==> src/rtl/tfun_pkg.sv <==
// Package for the triangle face unit normal core: widths and shared types.
// No dependencies; used by the core and tfun_pipe.
package tfun_pkg;

    localparam int COORD_WIDTH = 32;
    localparam int OUT_WIDTH = 32;
    localparam int A_WIDTH   = 31;
    localparam int L_WIDTH   = 64;
    localparam int SQ_WIDTH  = 126;
    localparam int LEN_WIDTH = 63;
    localparam int Q_WIDTH   = 32;
    localparam logic [Q_WIDTH-1:0] ONE_Q30 = 32'h4000_0000;

    // Input word: three corners, signed Q16.16.
    typedef struct packed {
        logic signed [COORD_WIDTH-1:0] corner0_x, corner0_y, corner0_z;
        logic signed [COORD_WIDTH-1:0] corner1_x, corner1_y, corner1_z;
        logic signed [COORD_WIDTH-1:0] corner2_x, corner2_y, corner2_z;
    } tfun_in_t;

    // Output word: unit normal in signed Q1.30 and the degenerate flag.
    typedef struct packed {
        logic signed [OUT_WIDTH-1:0] normal_x, normal_y, normal_z;
        logic                        degenerate;
    } tfun_out_t;

    // Scaled magnitudes and signs for the three components.
    typedef struct packed {
        logic [A_WIDTH-1:0] ax;
        logic [A_WIDTH-1:0] ay;
        logic [A_WIDTH-1:0] az;
        logic               nx;
        logic               ny;
        logic               nz;
        logic               degen;
    } tfun_mag_t;

endpackage

==> src/rtl/tfun_pipe.sv <==
// One pipeline stage register bank with valid bit and stall control.
// Depends on tfun_pkg; instantiated by the top level.
module tfun_pipe
    import tfun_pkg::*;
#(
    parameter int W = 8
)(
    input  logic         clk,
    input  logic         rst_n,
    input  logic         en,
    input  logic         in_valid,
    input  logic [W-1:0] in_data,
    output logic         out_valid,
    output logic [W-1:0] out_data
);
    logic         valid_reg;
    logic [W-1:0] data_reg;

    // Valid travels with the data; the stage holds while disabled.
    always_ff @(posedge clk or negedge rst_n)
    begin
        if (!rst_n)
        begin
            valid_reg <= 1'b0;
        end
        else if (en)
        begin
            valid_reg <= in_valid;
        end
    end

    always_ff @(posedge clk)
    begin
        if (en)
        begin
            data_reg <= in_data;
        end
    end

    assign out_valid = valid_reg;
    assign out_data  = data_reg;
endmodule
==> config.mk <==
export PLATFORM = sky130hd
export DESIGN_NAME = tfun_pipe
export DESIGN_NICKNAME = d
export VERILOG_FILES = /design/src/rtl/tfun_pkg.sv /design/src/rtl/tfun_pipe.sv
export SDC_FILE = /design/constraint.sdc
export NUM_CORES = 1
export LEC_CHECK = 0
export ABC_AREA = 1
export BUFFER_PORTS_ARGS = -buffer_cell sky130_fd_sc_hd__buf_4
export CAP_MARGIN = 20
export CORE_AREA = 2 2 39 41
export CTS_CLUSTER_SIZE = 28
export DETAILED_ROUTE_END_ITERATION = 12
export DIE_AREA = 0 0 41 43
export HOLD_SLACK_MARGIN = 0.03
export PLACE_DENSITY = 0.51
export SKIP_LAST_GASP = 1
export SLEW_MARGIN = 20
export SYNTH_ARGS = -nofsm -noshare
export SYNTH_HDL_FRONTEND = slang
export SYNTH_SLANG_ARGS = --single-unit
==> constraint.sdc <==
create_clock -name clk -period 1.2 [get_ports clk]
set_input_delay 0.18 -clock clk [delete_from_list [all_inputs] [get_ports clk]]
set_output_delay 0.18 -clock clk [all_outputs]
set_load 0.02 [all_outputs]
==> flow_summary.ini, run 1 <==
[global_routing]
grt.overflow.total = 0
antenna_found_initial = 0
grt_usage = 0.0910
grt_pass1_vias = 228
grt_max_degree = 11
grt_pass1_wl_um = 952

[place]
io_buffers = 20
placed_area_um2 = 450
hpwl_um = 528
finalWeightedCongestion = 0.635

[yosys]
ys_ff_latch = 9
synth_cell_types = 4
yosysWarnings = 0
muxShareOfSynthArea = 0
synth_compound_area_frac = 0
synth_simple_gate_area_share = 0.0402
syn_area_per_cell_um2 = 21.6
syn-cell-area_um2 = 280
synth_top_area_cell = edfxtp_1
synthAdderAreaFrac = 0
synth_fp_nets = 25
synth_top_family_by_area = simple AND/OR/NAND/NOR gates
syn_inst = 13
yosysSeqAreaShare = 0.946
netlist.area_leader.share = 0.857
synth_xor_area_frac = 0
ys_top_cells_by_area = edfxtp_1 86%, dfrtp_1 8.9%, nand2_1 4.0%, inv_1 1.3%

[floorplanning]
initial_core_util = 0.203
rows = 14
die_x_um = 41
io_pins = 21
chipHeight_um = 43
die_area_mm2 = 0.00176
core_mm2 = 0.00138

[clock_network]
numCtsBuffers = 3
clkSinkCount = 9
clockBufferDepth = 2
ctsResizeCount = 0
clock_latency_ps = 250
path_clk_slew_ps = 60
ctsHoldBuffers = 1
cts_root_buf = clkbuf_4
postCtsSetupRepairBufs = 0
cts_htree_levels = 1
cts_tree = yes

[timing]
worst_pin_slew_ps = 123
max_freq_ghz = 1.02
fin_crit_sh = 0.820
rsz0062_at_grt = no
finClkSkew_ps = 0
setup_violations = 0
slew_viol_final = 0
hold_violations = 0
slew_headroom = 0.918
fin_crit_ps = 984
tns_ps = 0

[final_layout]
fin_area_um2 = 487
multiInputGateArea_um2 = 11.3
area_delta_synth_final_pct = 73.7
nFillCells = 139
final_layout_size_suffix_gt1_frac = 0.605
antenna_cells = 0
regArea_um2 = 265
nets = 51

[status]
status = finished, final reports clean

[drt]
drt-met1-wl_um = 223
drt_iter0_drc = 4
wl_met2_um = 288
drc = 0
final_antenna_net_count = 0
wl_per_cell_um = 11.8
top_layer_used = met3
vias = 216
route.met3.wl_um = 127
dr.pass1.iters = 2
wl_um = 639
viasPerCell = 4.00

[critical_path]
rrSetupSlack_ps = 600
cpLargestDelayFamily = flip-flops
cp.arrival_ps = 800
cp_slowest_cell = edfxtp_1
cp-end-kind = primary output
worst_setup_path_start_kind = flip-flop
path_cells = buf_4
crit_required_ps = 1020
worst-path-max-fanout = 1
crit_buf_inv = 1
crit_type = reg -> out
critical-path-max-stage-delay_ps = 380

[flow_run]
cap_violations = 0

[pwr]
powerDensity_mw_per_mm2 = 1460
power_mw = 0.712
power.switching_mw = 0.160
p_clk_frac = 0.320
swShare = 0.225
p_int_mw = 0.552
peakVddDrop_mv = 0.654
seqPwrFrac = 0.529
pwr-share-comb = 0.151
p_leak_nw = 0.220

[hold_path]
hold_path_class = in -> reg
[power by group through the flow]
stage / logic, mW / registers, mW / clock network, mW
after detailed placement: 0.106 / 0.384 / 0
after CTS: 0.109 / 0.378 / 0.242
final: 0.107 / 0.377 / 0.228
after global placement: 0.105 / 0.383 / 0
after global routing: 0.116 / 0.379 / 0.262
after floorplan: 0.00319 / 0.416 / 0
[cell usage in the layout, fill, tap and decap left out]
| cell type | count |
|---|---|
| buf_4 | 20 |
| clkbuf_1 | 1 |
| clkbuf_4 | 3 |
| dfrtp_1 | 1 |
| dlygate4sd3_1 | 1 |
| edfxtp_1 | 8 |
| inv_1 | 1 |
| nand2_1 | 3 |
[final timing paths]
path	depth (start not counted)	to	start
setup reg to reg	2	out_valid	out_valid
min in group asynchronous	2	out_valid	rst_n
hold / removal	1	out_data[1]	in_data[1]
setup / recovery	1	out_data[1]	out_data[1]
max in group asynchronous	2	out_valid	rst_n
hold reg to reg	2	out_valid	out_valid
[flip-flops by register name, indices dropped and copies added (netlist names)]
name and count:
out_data 8, out_valid 1
[stage by stage]
step / hold slack [ps] / cells / setup slack, ps / util
after floorplan: -116 / 13 / 524 / -
after global placement: -44.6 / 49 / 508 / 0.325
after detailed placement: -43.7 / 49 / 486 / 0.325
after CTS: 85.9 / 54 / 197 / 0.352
after global routing: 74.6 / 54 / 173 / 0.352
final: 96.4 / 54 / 216 / 0.352
[final cells by class]
cell class                 count  area share
sequential                     9       0.545
clock buffer                   4      0.0540
tap                           16      0.0411
inverter                       1     0.00771
timing repair buffer          21       0.329
multi-input combinational      3      0.0231
[cells in the mapped netlist]
cell type  instances
edfxtp_1           8
nand2_1            3
dfrtp_1            1
inv_1              1
[cell families (layout without fill, tap and decap cells)]
family                 count (synthesis)  after routing
buffers and inverters                  1             26
flip-flops                             9              9
AND/OR/NAND/NOR                        3              3
[per-layer routing]
metal,up-vias,track usage
li1,97,-
met4,0,0.0600
met3,0,0.0838
met2,25,0.128
met5,-,0
met1,94,0.0785
Note: power is estimated with default switching activity, not from simulation.
==> run 2: changes to the inputs <==
--- a/config.mk
+++ b/config.mk
@@ -13,7 +13,7 @@
 export DETAILED_ROUTE_END_ITERATION = 12
 export DIE_AREA = 0 0 41 43
 export HOLD_SLACK_MARGIN = 0.03
-export PLACE_DENSITY = 0.51
+export PLACE_DENSITY = 0.52
 export SKIP_LAST_GASP = 1
 export SLEW_MARGIN = 20
 export SYNTH_ARGS = -nofsm -noshare
==> constraint.sdc (replaced) <==
create_clock -name clk -period 0.9 [get_ports clk]
set_input_delay 0.135 -clock clk [delete_from_list [all_inputs] [get_ports clk]]
set_output_delay 0.135 -clock clk [all_outputs]
set_load 0.02 [all_outputs]
==> run 2 against run 1 <==
The flow now finishes with violations (setup timing). Worst hold slack worse by 41 ps. Total power up 36%. Sequential share of layout area down 3.7 points. Largest power group unchanged. Sequential power is 35% higher. Flip-flop and latch count stayed put. Largest cell class unchanged.
==> flow_summary.ini, run 2 (same netlist as run 1, synthesis figures left out) <==
[clock_network]
numCtsBuffers = 3
cts_htree_levels = 1
clkSinkCount = 9
path_clk_slew_ps = 60
clockBufferDepth = 2
cts_tree = yes
cts_root_buf = clkbuf_4
clock_latency_ps = 250

[timing]
fin_crit_sh = 1.02
hold_violations = 0
setup_violations = 9
worst_pin_slew_ps = 127
slew_viol_final = 0
tns_ps = -110
finClkSkew_ps = 0
fin_crit_ps = 920
rsz0062_at_grt = yes
max_freq_ghz = 1.09
finalWorstSetupSlack_ps = -20.0
slew_headroom = 0.915
whs_ps = 55.3

[critical_path]
cp.arrival_ps = 780
cpLargestDelayFamily = flip-flops
path_cells = buf_6
critical-path-max-stage-delay_ps = 390
crit_required_ps = 760
cp_slowest_cell = edfxtp_1
reg2regPathDepth = 2
rrSetupSlack_ps = 270
crit_type = reg -> out
r2r-start = out_valid
cp-end-kind = primary output
crit_buf_inv = 1
r2r-end = out_valid
worst_setup_path_start_kind = flip-flop
worst-path-max-fanout = 1

[final_layout]
area_delta_synth_final_pct = 86.2
final_common_cell = buf_4
antenna_cells = 0
final_cell_mix = 11 x buf_4, 9 x buf_6, 8 x edfxtp_1, 3 x nand2_1, 3 x clkbuf_4
largest_register_ffs = 8
final_layout_size_suffix_gt1_frac = 0.632
fin_area_um2 = 522
finalNonFillerCells = 54
nets = 51
final_util = 0.377
nFillCells = 144

[floorplanning]
die_x_um = 41
core_mm2 = 0.00138
rows = 14
initial_core_util = 0.203
chipHeight_um = 43
die_area_mm2 = 0.00176
io_pins = 21

[status]
violations = setup timing
status = finished with violations

[global_routing]
antenna_found_initial = 0
grt_pass1_vias = 215
grt_usage = 0.0816
grt_pass1_wl_um = 855
grt.overflow.total = 0
grt_max_degree = 11

[hold_path]
worstHoldPathCells = 1
hold_path.startpoint = in_data[3]
worstHoldEndpoint = out_data[3]
hold_path_class = in -> reg

[drt]
final_antenna_net_count = 0
vias = 199
wl_um = 603
drt_iter0_drc = 4
dr.pass1.iters = 2
wl_per_cell_um = 11.2
viasPerCell = 3.69
drc = 0

[pwr]
p_leak_nw = 0.234
power_mw = 0.969
powerDensity_mw_per_mm2 = 1860
peakVddDrop_mv = 0.758

[place]
placed_area_um2 = 450
io_buffers = 20
post-place-cells = 49
finalWeightedCongestion = 0.621
place_ws_ps = 251

[flow_run]
cap_violations = 0
## run 2: power breakdown
| part | leakage [nW] | internal [mW] | switching [mW] | total (mW) |
|---|---|---|---|---|
| registers | 0.0905 | 0.492 | 0.0158 | 0.508 |
| clock network | 0.0177 | 0.163 | 0.135 | 0.299 |
| logic | 0.126 | 0.0928 | 0.0700 | 0.163 |
| total | 0.234 | 0.749 | 0.221 | 0.969 |
## run 2: what timing repair did
item                                    in CTS  in global routing
setup buffers                                0                  0
gates resized for setup                      9                  0
endpoints found under the setup margin       9                  9
endpoints found under the hold margin        1                  0
hold buffers                                 1                  0
pin swaps                                    0                  0
## run 2: final cells by class
type,instances,area [um2],area share
Clock buffer,3,22.5,0.0432
Clock inverter,1,5.00,0.00959
Inverter,1,3.75,0.00719
Multi-Input combinational cell,3,11.3,0.0216
Sequential cell,9,265,0.508
Tap cell,16,20.0,0.0384
Timing Repair Buffer,21,194,0.372
## run 2: how the worst max path moves through the flow
stage,depth (start not counted),endpoint,slack (ps),start
2_1_floorplan,2,out_valid,220,out_valid
3_3_place_gp,1,out_data[7],250,out_data[7]
3_5_place_dp,1,out_valid,250,out_valid
4_1_cts,1,out_valid,-40,out_valid
5_1_grt,1,out_data[0],-60,out_data[0]
6_report,1,out_data[2],-20,out_data[2]
## run 2: per-layer routing
| layer | GRT usage | vias up | wire length (um) |
|---|---|---|---|
| li1 | - | 96 | - |
| met1 | 0.0949 | 84 | 230 |
| met2 | 0.106 | 19 | 276 |
| met3 | 0.0314 | 0 | 96 |
| met4 | 0.0800 | 0 | 0 |
| met5 | 0 | - | 0 |
==> run 3: changes to the inputs <==
--- a/config.mk
+++ b/config.mk
@@ -5,15 +5,14 @@
 export SDC_FILE = /design/constraint.sdc
 export NUM_CORES = 1
 export LEC_CHECK = 0
-export ABC_AREA = 1
-export BUFFER_PORTS_ARGS = -buffer_cell sky130_fd_sc_hd__buf_4
+export BUFFER_PORTS_ARGS = -buffer_cell sky130_fd_sc_hd__buf_2
 export CAP_MARGIN = 20
 export CORE_AREA = 2 2 39 41
 export CTS_CLUSTER_SIZE = 28
 export DETAILED_ROUTE_END_ITERATION = 12
 export DIE_AREA = 0 0 41 43
 export HOLD_SLACK_MARGIN = 0.03
-export PLACE_DENSITY = 0.52
+export PLACE_DENSITY = 0.46
 export SKIP_LAST_GASP = 1
 export SLEW_MARGIN = 20
 export SYNTH_ARGS = -nofsm -noshare
==> run 3 against run 2 <==
The flow still finishes with violations (setup timing). Critical path depth unchanged. Critical path type unchanged. Worst hold slack improved by 5.1 ps. Routed wire length decreased by 12%. Cell count decreased by 5.6%. Clock power decreased by 3%. Worst setup slack improved by 1.5 ps. Largest power group unchanged. Combinational power decreased by 17%.
==> flow_summary.ini, run 3 <==
[status]
status = finished with violations
violations = setup timing

[timing]
setup_violations = 5
hold_violations = 0
slew_viol_final = 0
slew_headroom = 0.868
worst_pin_slew_ps = 198
rsz0062_at_grt = yes
fin_crit_ps = 919
max_freq_ghz = 1.09
finClkSkew_ps = 0
fin_crit_sh = 1.02
finalWorstSetupSlack_ps = -18.5

[clock_network]
clkSinkCount = 9
cts_tree = yes
clock_latency_ps = 250
numCtsBuffers = 3
cts_root_buf = clkbuf_4
cts_htree_levels = 1
clockBufferDepth = 2
path_clk_slew_ps = 60

[global_routing]
antenna_found_initial = 0
grt_pass1_vias = 213
grt.overflow.total = 0
grt_max_degree = 10
grt_usage = 0.0733
grt_pass1_wl_um = 765

[yosys]
netlist.area_leader.share = 0.857
synth_xor_area_frac = 0
yosysWarnings = 0
muxShareOfSynthArea = 0.0536
syn-cell-area_um2 = 280
ys_ff_latch = 9
yosysMostFrequentCell = edfxtp_1
synth_simple_gate_area_share = 0
yosysSeqAreaShare = 0.946
synth_fp_nets = 22
synthTopCellsByCount = 8 x edfxtp_1, 1 x dfrtp_1, 1 x mux2_4
synthAdderAreaFrac = 0
synth_compound_area_frac = 0
syn_area_per_cell_um2 = 28.0
async_reset_ff_frac = 0.111
ys_top_cells_by_area = edfxtp_1 86%, dfrtp_1 8.9%, mux2_4 5.4%
syn_inst = 10
synth_ff_type = edfxtp_1
synth_cell_types = 3
synth-edff-count = 8
synth_top_family_by_area = multiplexers
synth_top_area_cell = edfxtp_1

[critical_path]
critical-path-max-stage-delay_ps = 390
cp.arrival_ps = 780
r2r-start = out_valid
crit_required_ps = 760
cpLargestDelayFamily = flip-flops
startpoint = out_data[0]
crit_type = reg -> out
path_cells = buf_6
worst-path-max-fanout = 1
worst_setup_path_start_kind = flip-flop
cp_slowest_cell = edfxtp_1
crit_buf_inv = 1
cp-end-kind = primary output

[drt]
drc = 0
viasPerCell = 3.76
final_antenna_net_count = 0
wl_um = 531
wl_per_cell_um = 10.4
vias = 192
dr.pass1.iters = 1
drt_iter0_drc = 0

[final_layout]
largest_register_ffs = 8
final_cell_mix = 15 x buf_2, 8 x edfxtp_1, 5 x buf_6, 3 x clkbuf_4
area_delta_synth_final_pct = 67.0
final_util = 0.338
final_common_cell = buf_2
finalNonFillerCells = 51
antenna_cells = 0
final_layout_size_suffix_gt1_frac = 0.686
nFillCells = 132
nets = 48
fin_area_um2 = 468

[floorplanning]
io_pins = 21
rows = 14
core_mm2 = 0.00138
initial_core_util = 0.203
chipHeight_um = 43
die_area_mm2 = 0.00176
die_x_um = 41

[hold_path]
hold_path.startpoint = in_data[6]
hold_path_class = in -> reg

[pwr]
powerDensity_mw_per_mm2 = 1990
power_mw = 0.932
peakVddDrop_mv = 0.814
p_leak_nw = 0.207

[place]
io_buffers = 20
post-place-cells = 46
finalWeightedCongestion = 0.672
placed_area_um2 = 400

[flow_run]
cap_violations = 0
==> run 3: cell count changes in the layout (fill, tap and decap cells not counted) <==
cell	previous run	this run
buf_6	9	5
clkinv_2	1	0
buf_2	0	15
mux2_4	0	1
inv_1	1	0
nand2_1	3	0
buf_4	11	0
clkbuf_1	0	1
==> run 3: worst paths after layout <==
kind | end | slack (ps) | cells after the start
worst max-delay path | out_data[0] | -20 | 1
worst min-delay path | out_data[6] | 60 | 1
worst max register to register | out_valid | 130 | 1
worst min register to register | out_valid | 550 | 1
max in group asynchronous | out_valid | 610 | 2
min in group asynchronous | out_valid | 200 | 2
==> run 3: final cells by class <==
cell class	instances	area [um2]	share of cell area
timing repair buffer	21	141	0.302
clock buffer	4	26.3	0.0561
tap	16	20.0	0.0428
sequential	9	265	0.567
multi-input combinational	1	15.0	0.0321
==> run 3: where the power goes <==
| group | internal [mW] | switching (mW) | leakage, nW |
|---|---|---|---|
| Sequential | 0.493 | 0.0134 | 0.0900 |
| Clock | 0.169 | 0.120 | 0.0150 |
| Combinational | 0.0688 | 0.0672 | 0.102 |
| Total | 0.731 | 0.201 | 0.207 |
==> run 3: kinds of logic (layout without fill, tap and decap cells) <==
| kind of cell | Yosys count | in the layout |
|---|---|---|
| buffers and inverters | 0 | 25 |
| muxes | 1 | 1 |
| DFF | 9 | 9 |
==> run 3: timing repair <==
item | CTS | global route
resized for setup | 6 | 4
buffers inserted | 0 | 0
hold buffers | 1 | 0
cloned | 0 | 0
endpoints found under the setup margin | 9 | 9
hold endpoints to repair | 1 | 0
==> run 3: per-layer routing <==
metal / part of all wire / global-route usage
met1: 0.37 / 0.0606
met2: 0.44 / 0.109
met3: 0.18 / 0.0366
met4: 0 / 0.0800
met5: 0 / 0
==> run 3: per-stage QoR <==
step	hold WS, ps	setup WS [ps]	TNS [ps]
finish	60.3	-18.5	-63.7
global route	38.3	-61.3	-405
CTS	50.3	-34.7	-163
detailed placement	-83.8	108	0
floorplan	-161	65.3	0
global placement	-89.5	128	0
